File: src/hw/rtl/skt_pkg.sv
package skt_pkg;

    localparam int DEPTH_DEF     = 256;
    localparam int KEY_WIDTH_DEF = 32;

    // Fixed widths of the command and result words
    localparam int CMD_W  = 3;
    localparam int KEY_W  = 32;
    localparam int POS_W  = 8;
    localparam int STAT_W = 2;
    localparam int IDX_W  = 9;
    localparam int FILL_W = 9;

    typedef enum logic [CMD_W-1:0] {
        CMD_INSERT = 3'd0,
        CMD_SEARCH = 3'd1,
        CMD_REMOVE = 3'd2,
        CMD_READ   = 3'd3,
        CMD_CLEAR  = 3'd4
    } t_cmd;

    typedef enum logic [STAT_W-1:0] {
        ST_OK   = 2'd0,
        ST_MISS = 2'd1,
        ST_FULL = 2'd2
    } t_status;

    typedef enum logic [1:0] {
        S_IDLE,
        S_CMP,
        S_RED,
        S_APL
    } t_state;

    // Broadcast control from the sequencer to every cell
    typedef struct packed {
        logic             cmp;
        logic             ins;
        logic             rem;
        logic [POS_W-1:0] pos;
    } t_cell_ctl;

endpackage

File: src/hw/rtl/skt_cell.sv
module skt_cell #(
    parameter int KW  = skt_pkg::KEY_WIDTH_DEF,
    parameter int CW  = $clog2(skt_pkg::DEPTH_DEF + 1),
    parameter int IDX = 0
) (
    input  logic                i_clk,
    input  skt_pkg::t_cell_ctl  i_ctl,
    input  logic [KW-1:0]       i_key,
    input  logic [CW-1:0]       i_count,
    input  logic [KW-1:0]       i_left_key,
    input  logic                i_left_lt,
    input  logic [KW-1:0]       i_right_key,
    output logic [KW-1:0]       o_key,
    output logic                o_lt,
    output logic                o_bound,
    output logic                o_hit,
    output logic [KW-1:0]       o_rd
);

    logic [KW-1:0] r_key;
    logic [KW-1:0] n_key;
    logic          r_lt;
    logic          r_eq;
    logic          r_sel;
    logic          w_valid;

    assign w_valid = int'(i_count) > IDX;

    // Shift up on insert above the insertion point, down on remove
    always_comb begin
        n_key = r_key;
        if (i_ctl.ins && !r_lt) begin
            n_key = i_left_lt ? i_key : i_left_key;
        end
        if (i_ctl.rem && IDX >= int'(i_ctl.pos)) begin
            n_key = i_right_key;
        end
    end

    always_ff @(posedge i_clk) begin
        r_key <= n_key;
        if (i_ctl.cmp) begin
            r_lt  <= w_valid && (r_key < i_key);
            r_eq  <= w_valid && (r_key == i_key);
            r_sel <= int'(i_ctl.pos) == IDX;
        end
    end

    assign o_key   = r_key;
    assign o_lt    = r_lt;
    assign o_bound = !r_lt && i_left_lt;
    assign o_hit   = o_bound && r_eq;
    assign o_rd    = r_sel ? r_key : '0;

endmodule

File: config.mk
export PLATFORM = sky130hd
export DESIGN_NAME = skt_cell
export DESIGN_NICKNAME = d
export VERILOG_FILES = /design/src/hw/rtl/skt_pkg.sv /design/src/hw/rtl/skt_cell.sv
export SDC_FILE = /design/constraint.sdc
export NUM_CORES = 1
export LEC_CHECK = 0
export BUFFER_PORTS_ARGS = -buffer_cell sky130_fd_sc_hd__buf_4
export CAP_MARGIN = 20
export CORE_ASPECT_RATIO = 0.75
export CORE_MARGIN = 5
export CORE_UTILIZATION = 39
export DETAILED_ROUTE_END_ITERATION = 8
export HOLD_SLACK_MARGIN = 0.03
export MAX_ROUTING_LAYER = met4
export PLACE_DENSITY_LB_ADDON = 0.3
export SLEW_MARGIN = 10
export SYNTH_ARGS = -nofsm -noshare
export SYNTH_HDL_FRONTEND = slang
export SYNTH_SLANG_ARGS = --single-unit
export TNS_END_PERCENT = 5
File: constraint.sdc
create_clock -name i_clk -period 2.36 [get_ports i_clk]
set_input_delay 0.118 -clock i_clk [delete_from_list [all_inputs] [get_ports i_clk]]
set_output_delay 0.118 -clock i_clk [all_outputs]
set_load 0.1 [all_outputs]
# Yosys cells after proc, flatten, opt, wreduce, memory -nomap -nowiden
# Cells that the tools add are included.
# word_totals
ff_bits,35
in_bits,118
output_inout_bits,67
# op_classes
muxes,4
n_eq_ne,1
reduce_logical,9
n_lt_le_gt_ge,3
# ops
operator,count
two-way mux 32 bit,4
== test 32 bit,1
< comparator 32 bit,1
greater-than comparator 9 x 1 -> 1 bit (second input constant),1
>= comparator 1 x 8 -> 1 bit (first input constant),1
logical NOT 8 bit,1
logical AND 1 bit,6
nonzero test 2 bit,1
logical NOT 1 bit,1

# Logic depth before layout (Yosys ltp)
# Gate-level depths: netlist (run 1).
# depth
ltp_word,4
ltp_mapped,7

# Worst setup path after synthesis (run 1)
# OpenSTA, ideal clock, no wires.
# synth_timing
path_type,register to output
start,"register r_lt, in the netlist o_lt"
end,output o_hit
t_arrival_ns,3.205
path_buffers,0
setup_slack_ns,-0.963
stages_incl_launch_ff,3
path_cell_list,edfxtp_1 nor2b_1 and2_1
# synth_via
elab_chain_len,3
# synth_lines
item,line,source
"start, declared",skt_cell.sv:22,logic r_lt;
"start signal, assigned",skt_cell.sv:43,r_lt <= w_valid && (r_key < i_key);
logical NOT 1 bit,skt_cell.sv:51,assign o_bound = !r_lt && i_left_lt;
logical AND 1 bit,skt_cell.sv:51,
net o_bound,skt_cell.sv:15,"output logic o_bound,"
logical AND 1 bit,skt_cell.sv:52,assign o_hit = o_bound && r_eq;
"end, declared",skt_cell.sv:16,"output logic o_hit,"
# The timed path passes the listed nets, and every way through them passes these cells.

# Worst setup path in the final report (run 1)
# layout_timing
start,"register r_key[29], in the netlist o_key[29]"
end,"register r_lt, in the netlist o_lt (data pin)"
# layout_via
elab_chain_len,2
# layout_lines
item,line,source
"start, declared",skt_cell.sv:20,logic [KW-1:0] r_key;
"start signal, assigned",skt_cell.sv:41,r_key <= n_key;
< comparator 32 bit,skt_cell.sv:43,
logical AND 1 bit,skt_cell.sv:43,
# No other way between the ends.
# A chain may end at the register's enable or synchronous reset.

==> results of run 1 <==
[cells by family after synthesis]
logic type / after synthesis / synth area share, %
AO/OA/AOI/OAI: 57 / 11.6
adder cells (fa/ha/maj): 32 / 14.2
buffers and inverters: 47 / 7.48
flip-flops: 35 / 37.2
multiplexers: 32 / 11.3
AND/OR/NAND/NOR: 96 / 18.3
[through the flow]
step	hold slack, ps	instances
6_report	59.2	580
4_1_cts	51.6	579
3_3_place_gp	346	571
2_1_floorplan	230	299
3_5_place_dp	346	571
5_1_grt	46.8	580
[per-layer routing]
metal / global-route usage (%) / vias up / wire length (um)
met5: - / - / 0
met4: 2.64 / 0 / 26
met3: 4.49 / 2 / 651
met2: 34.4 / 100 / 4510
met1: 23.9 / 1278 / 3780
li1: - / 1417 / -
[worst register-to-register path: cells and delay by family (launching register included)]
kind | cells | cell delay, ps
AOI/OAI and AO/OA | 2 | 380
adders and majority gates | 1 | 330
DFF | 1 | 420
and+or+nand+nor | 3 | 890
[area by class of cell]
class                           count  area [um^2]
Multi-Input combinational cell    217         1580
Timing Repair Buffer              189         1440
Fill cell                         600         2530
Clock inverter                      1         5.00
Inverter                           33          124
Tap cell                           98          123
Clock buffer                        7         76.3
Sequential cell                    35         1050
[placed cells by master, fill, tap and decap left out]
cell       count
buf_4        188
a21oi_1       42
nor2_1        36
edfxtp_1      35
inv_1         33
and2_1        33
mux2i_1       32
ha_1          32
nand4_1        8
a21o_1         5
clkbuf_8       5
or4_1          4
nand3_1        4
nand2_1        3
nor4_1         2
a211oi_1       2
o21ai_0        2
a211oi_2       2
clkbuf_1       2
nand2_2        1
or3_2          1
nor4_4         1
nor2b_2        1
o21ai_4        1
a2111oi_0      1
or3_1          1
nor2b_1        1
o211ai_1       1
a21o_2         1
clkinv_2       1
buf_16         1
[flip-flops by register name, summed over array words and instances, names as in the netlist]
name / count
o_key: 32
o_lt: 1
r_eq: 1
r_sel: 1
[where the power goes]
part / internal, W / switching [W] / leakage (nW)
Clock: 0.000207 / 0.000217 / 0.0422
Sequential: 0.000731 / 0.0000295 / 0.328
Combinational: 0.000317 / 0.000640 / 1.87
[worst max path at each step]
stage / end / slack, ps / cells after the start / from
6_report: o_lt$_DFFE_PP_ / 190 / 6 / o_key[29]$_DFFE_PP_
5_1_grt: r_eq$_DFFE_PP_ / 100 / 5 / o_key[29]$_DFFE_PP_
4_1_cts: o_lt$_DFFE_PP_ / 180 / 6 / o_key[29]$_DFFE_PP_
3_5_place_dp: o_lt$_DFFE_PP_ / 200 / 6 / o_key[29]$_DFFE_PP_
3_3_place_gp: o_lt$_DFFE_PP_ / 250 / 6 / o_key[29]$_DFFE_PP_
2_1_floorplan: o_hit / -400 / 2 / o_lt$_DFFE_PP_
==> flow_summary_export.csv, run 1 <==
group,metric,value,unit
critical_path,cp_common_cell,"a211oi_2",
clock_network,post_cts_buffers,0,
critical_path,crit_type,"reg2reg",
timing,clock_skew,2.32,ps
grt,grt_max_degree,47,
cells_and_area,syn2layout_area_growth,55.6,%
grt,antenna_found_initial,0,
min_path,holdPathEnd,"r_sel$_DFFE_PP_",
critical_path,rrSetupSlack,190,ps
routing,num_vias,2797,
routing,drt-initial-drc-count,76,
clock_network,numCtsBuffers,5,
critical_path,rr_worst_depth,6,
timing,maxSlewViolCount,0,
cells_and_area,diodes,0,
place,io_buffer_count,184,
critical_path,crit_slowest_cell,"or4_1",
critical_path,start_kind,"flip-flop",
logic_synthesis,yosys.cell_count.top_type,"a21oi_1",
floorplan,rows,26,
clock_network,ctsHoldBuffers,0,
clock_network,htree_num_levels,2,
timing,period_share,92.1,%
routing,viasPerCell,4.82,
place,dpl-instance-area,4290,um^2
floorplan,start_util,40.8,%
timing,finalSetupViolations,0,
critical_path,cp.arrival,2300,ps
clock_network,cts_max_path_buffers,2,
cells_and_area,final_area,4400,um^2
critical_path,critPathMaxStageDelay,490,ps
floorplan,die_x,108,um
critical_path,rr_endpoint,"o_lt$_DFFE_PP_",
critical_path,critPathRequiredTime,2480,ps
grt,track_usage,19.7,%
clock_network,cts_tree,"done",
logic_synthesis,synth_cells,299,
place,pre_cts_slack,205,ps
floorplan,fp.dieH,83.7,um
critical_path,worst-path-buf-inv,0,
logic_synthesis,ys_ff_latch,35,
cells_and_area,fin_nets,631,
timing,max_freq,0.460,GHz
logic_synthesis,synth_top_area_cell,"edfxtp_1",
critical_path,path_delay_family,"simple AND/OR/NAND/NOR gates",
routing,ant_nets,0,
place,dp_hpwl,7430,um
critical_path,cp-end-kind,"flip-flop",
timing,rsz0062_at_grt,"false",
clock_network,clk_pin_slew_worst_paths,70,ps
timing,finalHoldViolCount,0,
clock_network,post_cts_resize_count,0,
logic_synthesis,yosys-top-cells-area,"edfxtp_1, ha_1, mux2i_1",
logic_synthesis,yosysWarnings,0,
logic_synthesis,synthFlopType,"edfxtp_1",
clock_network,worstSkewPairLatency,280,ps
min_path,min_from,"i_ctl[10]",
floorplan,ios,185,
logic_synthesis,syn_area,2830,um^2
logic_synthesis,ys_types,28,
critical_path,crit_fanout,3,
clock_network,cts-root-buf,"clkbuf_8",
cells_and_area,layout-drive-gt1-share,42.1,%
timing,tns,0,ps
grt,grt_pass1_vias,2886,
min_path,whs_path_depth,1,
pwr,finalPower,0.00214,W
routing,wl_per_cell,15.5,um
clock_network,clock-sinks,35,
pwr,leakage,2.24,nW
grt,grt_overflow,0,
floorplan,floorplan.core_area,6930,um^2
logic_synthesis,syn_nets,449,
routing,drc,0,
job,maxCapViolations,0,
timing,worst-slew-pin-transition,536,ps
routing,dr.pass1.iters,4,
logic_synthesis,postSynth.asyncResetShare,0,%
logic_synthesis,synth-edff-count,35,
logic_synthesis,syn_area_per_cell,9.46,um^2
cells_and_area,post-route-util,63.5,%
floorplan,die_area,9070,um^2
critical_path,cp_cell_sequence,"ha_1, a211oi_2, nor2_1, or3_1, or4_1, a211oi_2",
logic_synthesis,synth_top_cell_area_share,37.2,%
place,place_congestion,0.774,
pwr,ir_worst_vdd,0.301,mV
grt,grt_first_pass_wirelength,14000,um
timing,fin_crit,2170,ps
routing,wl,8970,um
logic_synthesis,synth_commonest_cells,"a21oi_1, nor2_1, edfxtp_1",
critical_path,r2r_start,"o_key[29]$_DFFE_PP_",
timing,setup_ws,186,ps
timing,slew_headroom,64.1,%
pwr,power_density,487,nW/um^2
min_path,hold_path.class,"in2reg",
logic_synthesis,ys_seq_area_share,37.2,%
status,status,"finished clean",
Note: power is estimated with default switching activity, not from simulation.
==> inputs of run 2 (changes only) <==
Settings changed: BUFFER_PORTS_ARGS -buffer_cell sky130_fd_sc_hd__buf_4 to -buffer_cell sky130_fd_sc_hd__buf_2, CTS_CLUSTER_DIAMETER set to 50.
==> flow_summary_export.csv, run 2 (synthesis gave the netlist of run 1 again) <==
group,metric,value,unit
status,status,"finished clean",
critical_path,critPathRequiredTime,2490,ps
cells_and_area,syn2layout_area_growth,39.5,%
grt,grt_pass1_vias,2905,
routing,wl,8480,um
timing,max_freq,0.471,GHz
timing,finalSetupViolations,0,
clock_network,cts_max_path_buffers,2,
cells_and_area,layout-drive-gt1-share,42.3,%
critical_path,cp.arrival,2250,ps
floorplan,floorplan.core_area,6930,um^2
place,dpl-instance-area,3830,um^2
routing,ant_nets,0,
place,io_buffer_count,184,
grt,grt_overflow,0,
timing,finalHoldViolCount,0,
job,maxCapViolations,0,
clock_network,cts_tree,"done",
timing,fin_crit,2120,ps
critical_path,cp-end-kind,"flip-flop",
timing,slew_headroom,56.3,%
routing,drc,0,
cells_and_area,mostFrequentLayoutCells,"buf_2, a21oi_1, nor2_1, edfxtp_1",
min_path,min_from,"i_ctl[10]",
clock_network,clk_pin_slew_worst_paths,70,ps
critical_path,rrSetupSlack,240,ps
routing,dr.pass1.iters,4,
routing,drt-initial-drc-count,73,
critical_path,rr_endpoint,"o_lt$_DFFE_PP_",
pwr,finalPower,0.00204,W
grt,antenna_found_initial,0,
cells_and_area,final_area,3950,um^2
routing,viasPerCell,4.84,
cells_and_area,final_common_cell,"buf_2",
routing,wl_per_cell,14.6,um
clock_network,numCtsBuffers,5,
floorplan,ios,185,
floorplan,start_util,40.8,%
cells_and_area,post-route-util,56.9,%
cells_and_area,diodes,0,
clock_network,clock-sinks,35,
place,place_congestion,0.797,
critical_path,crit_fanout,3,
clock_network,cts-root-buf,"clkbuf_8",
timing,period_share,89.9,%
floorplan,die_x,108,um
clock_network,htree_num_levels,2,
timing,maxSlewViolCount,0,
timing,worst-slew-pin-transition,653,ps
timing,clock_skew,3.81,ps
critical_path,crit_type,"reg2reg",
timing,rsz0062_at_grt,"false",
place,dp_hpwl,7010,um
critical_path,r2r_start,"o_key[29]$_DFFE_PP_",
grt,grt_max_degree,47,
clock_network,post_cts_buffers,0,
floorplan,rows,26,
critical_path,rr_worst_depth,6,
grt,track_usage,18.7,%
routing,num_vias,2810,
timing,whs,96.0,ps
clock_network,worstSkewPairLatency,280,ps
floorplan,fp.dieH,83.7,um
grt,grt_first_pass_wirelength,13200,um
min_path,holdPathEnd,"r_sel$_DFFE_PP_",
min_path,hold_path.class,"in2reg",
cells_and_area,fin_nets,631,
floorplan,die_area,9070,um^2
min_path,whs_path_depth,1,
pwr,power_density,517,nW/um^2
pwr,ir_worst_vdd,0.277,mV
critical_path,start_kind,"flip-flop",
pwr,leakage,2.09,nW
cells_and_area,largest_register_ffs,32,
run 2: cell counts in the layout (fill, tap and decap cells not counted):
No cell type changed its count.
run 2: worst max-delay path by stage:
stage | startpoint | endpoint | cells after the start
finish | o_key[29]$_DFFE_PP_ | o_lt$_DFFE_PP_ | 6
CTS | o_key[30]$_DFFE_PP_ | r_eq$_DFFE_PP_ | 5
floorplan | o_lt$_DFFE_PP_ | o_hit | 2
detailed placement | o_key[30]$_DFFE_PP_ | r_eq$_DFFE_PP_ | 5
global placement | o_key[29]$_DFFE_PP_ | o_lt$_DFFE_PP_ | 6
global route | o_key[30]$_DFFE_PP_ | o_lt$_DFFE_PP_ | 6
run 2: cell type report:
cell class	count	area [um^2]
tap	98	123
fill	678	2980
inverter	33	124
clock buffer	7	76.3
timing repair buffer	189	978
sequential	35	1050
multi-input combinational	217	1590
clock inverter	1	5.00
run 2: through the flow:
| step | instances | setup TNS, ps | setup slack (ps) |
|---|---|---|---|
| CTS | 579 | 0 | 191 |
| floorplan | 299 | -701 | -405 |
| finish | 580 | 0 | 238 |
| global placement | 571 | 0 | 265 |
| detailed placement | 571 | 0 | 211 |
| global route | 580 | 0 | 80.3 |
run 2: timing repair:
item | 4_1_cts | 5_1_grt
gates resized for setup | 0 | 1
setup endpoints to repair | 0 | 2
hold buffers | 0 | 0
run 2: metal layers:
layer	vias to the layer above	GRT usage (%)	wire length (um)	share of wire [%]
met5	-	-	0	0
met4	0	4.47	115	1.4
met3	8	4.18	719	8.5
met2	117	32.4	4100	48
met1	1262	22.1	3550	42
li1	1423	-	-	-
run 2: power by group:
part           internal, W  leakage, nW  total (W)  switching (W)
Clock             0.000207       0.0422   0.000417       0.000210
Combinational     0.000228         1.72   0.000865       0.000637
Sequential        0.000731        0.328   0.000758      0.0000269
run 2: worst max-delay path, cell delays in order (launching register included):
cell and delay, ps:
edfxtp_1 410, ha_1 320, a211oi_2 180, nor2_1 60, or3_1 320, or4_1 490, a211oi_2 190
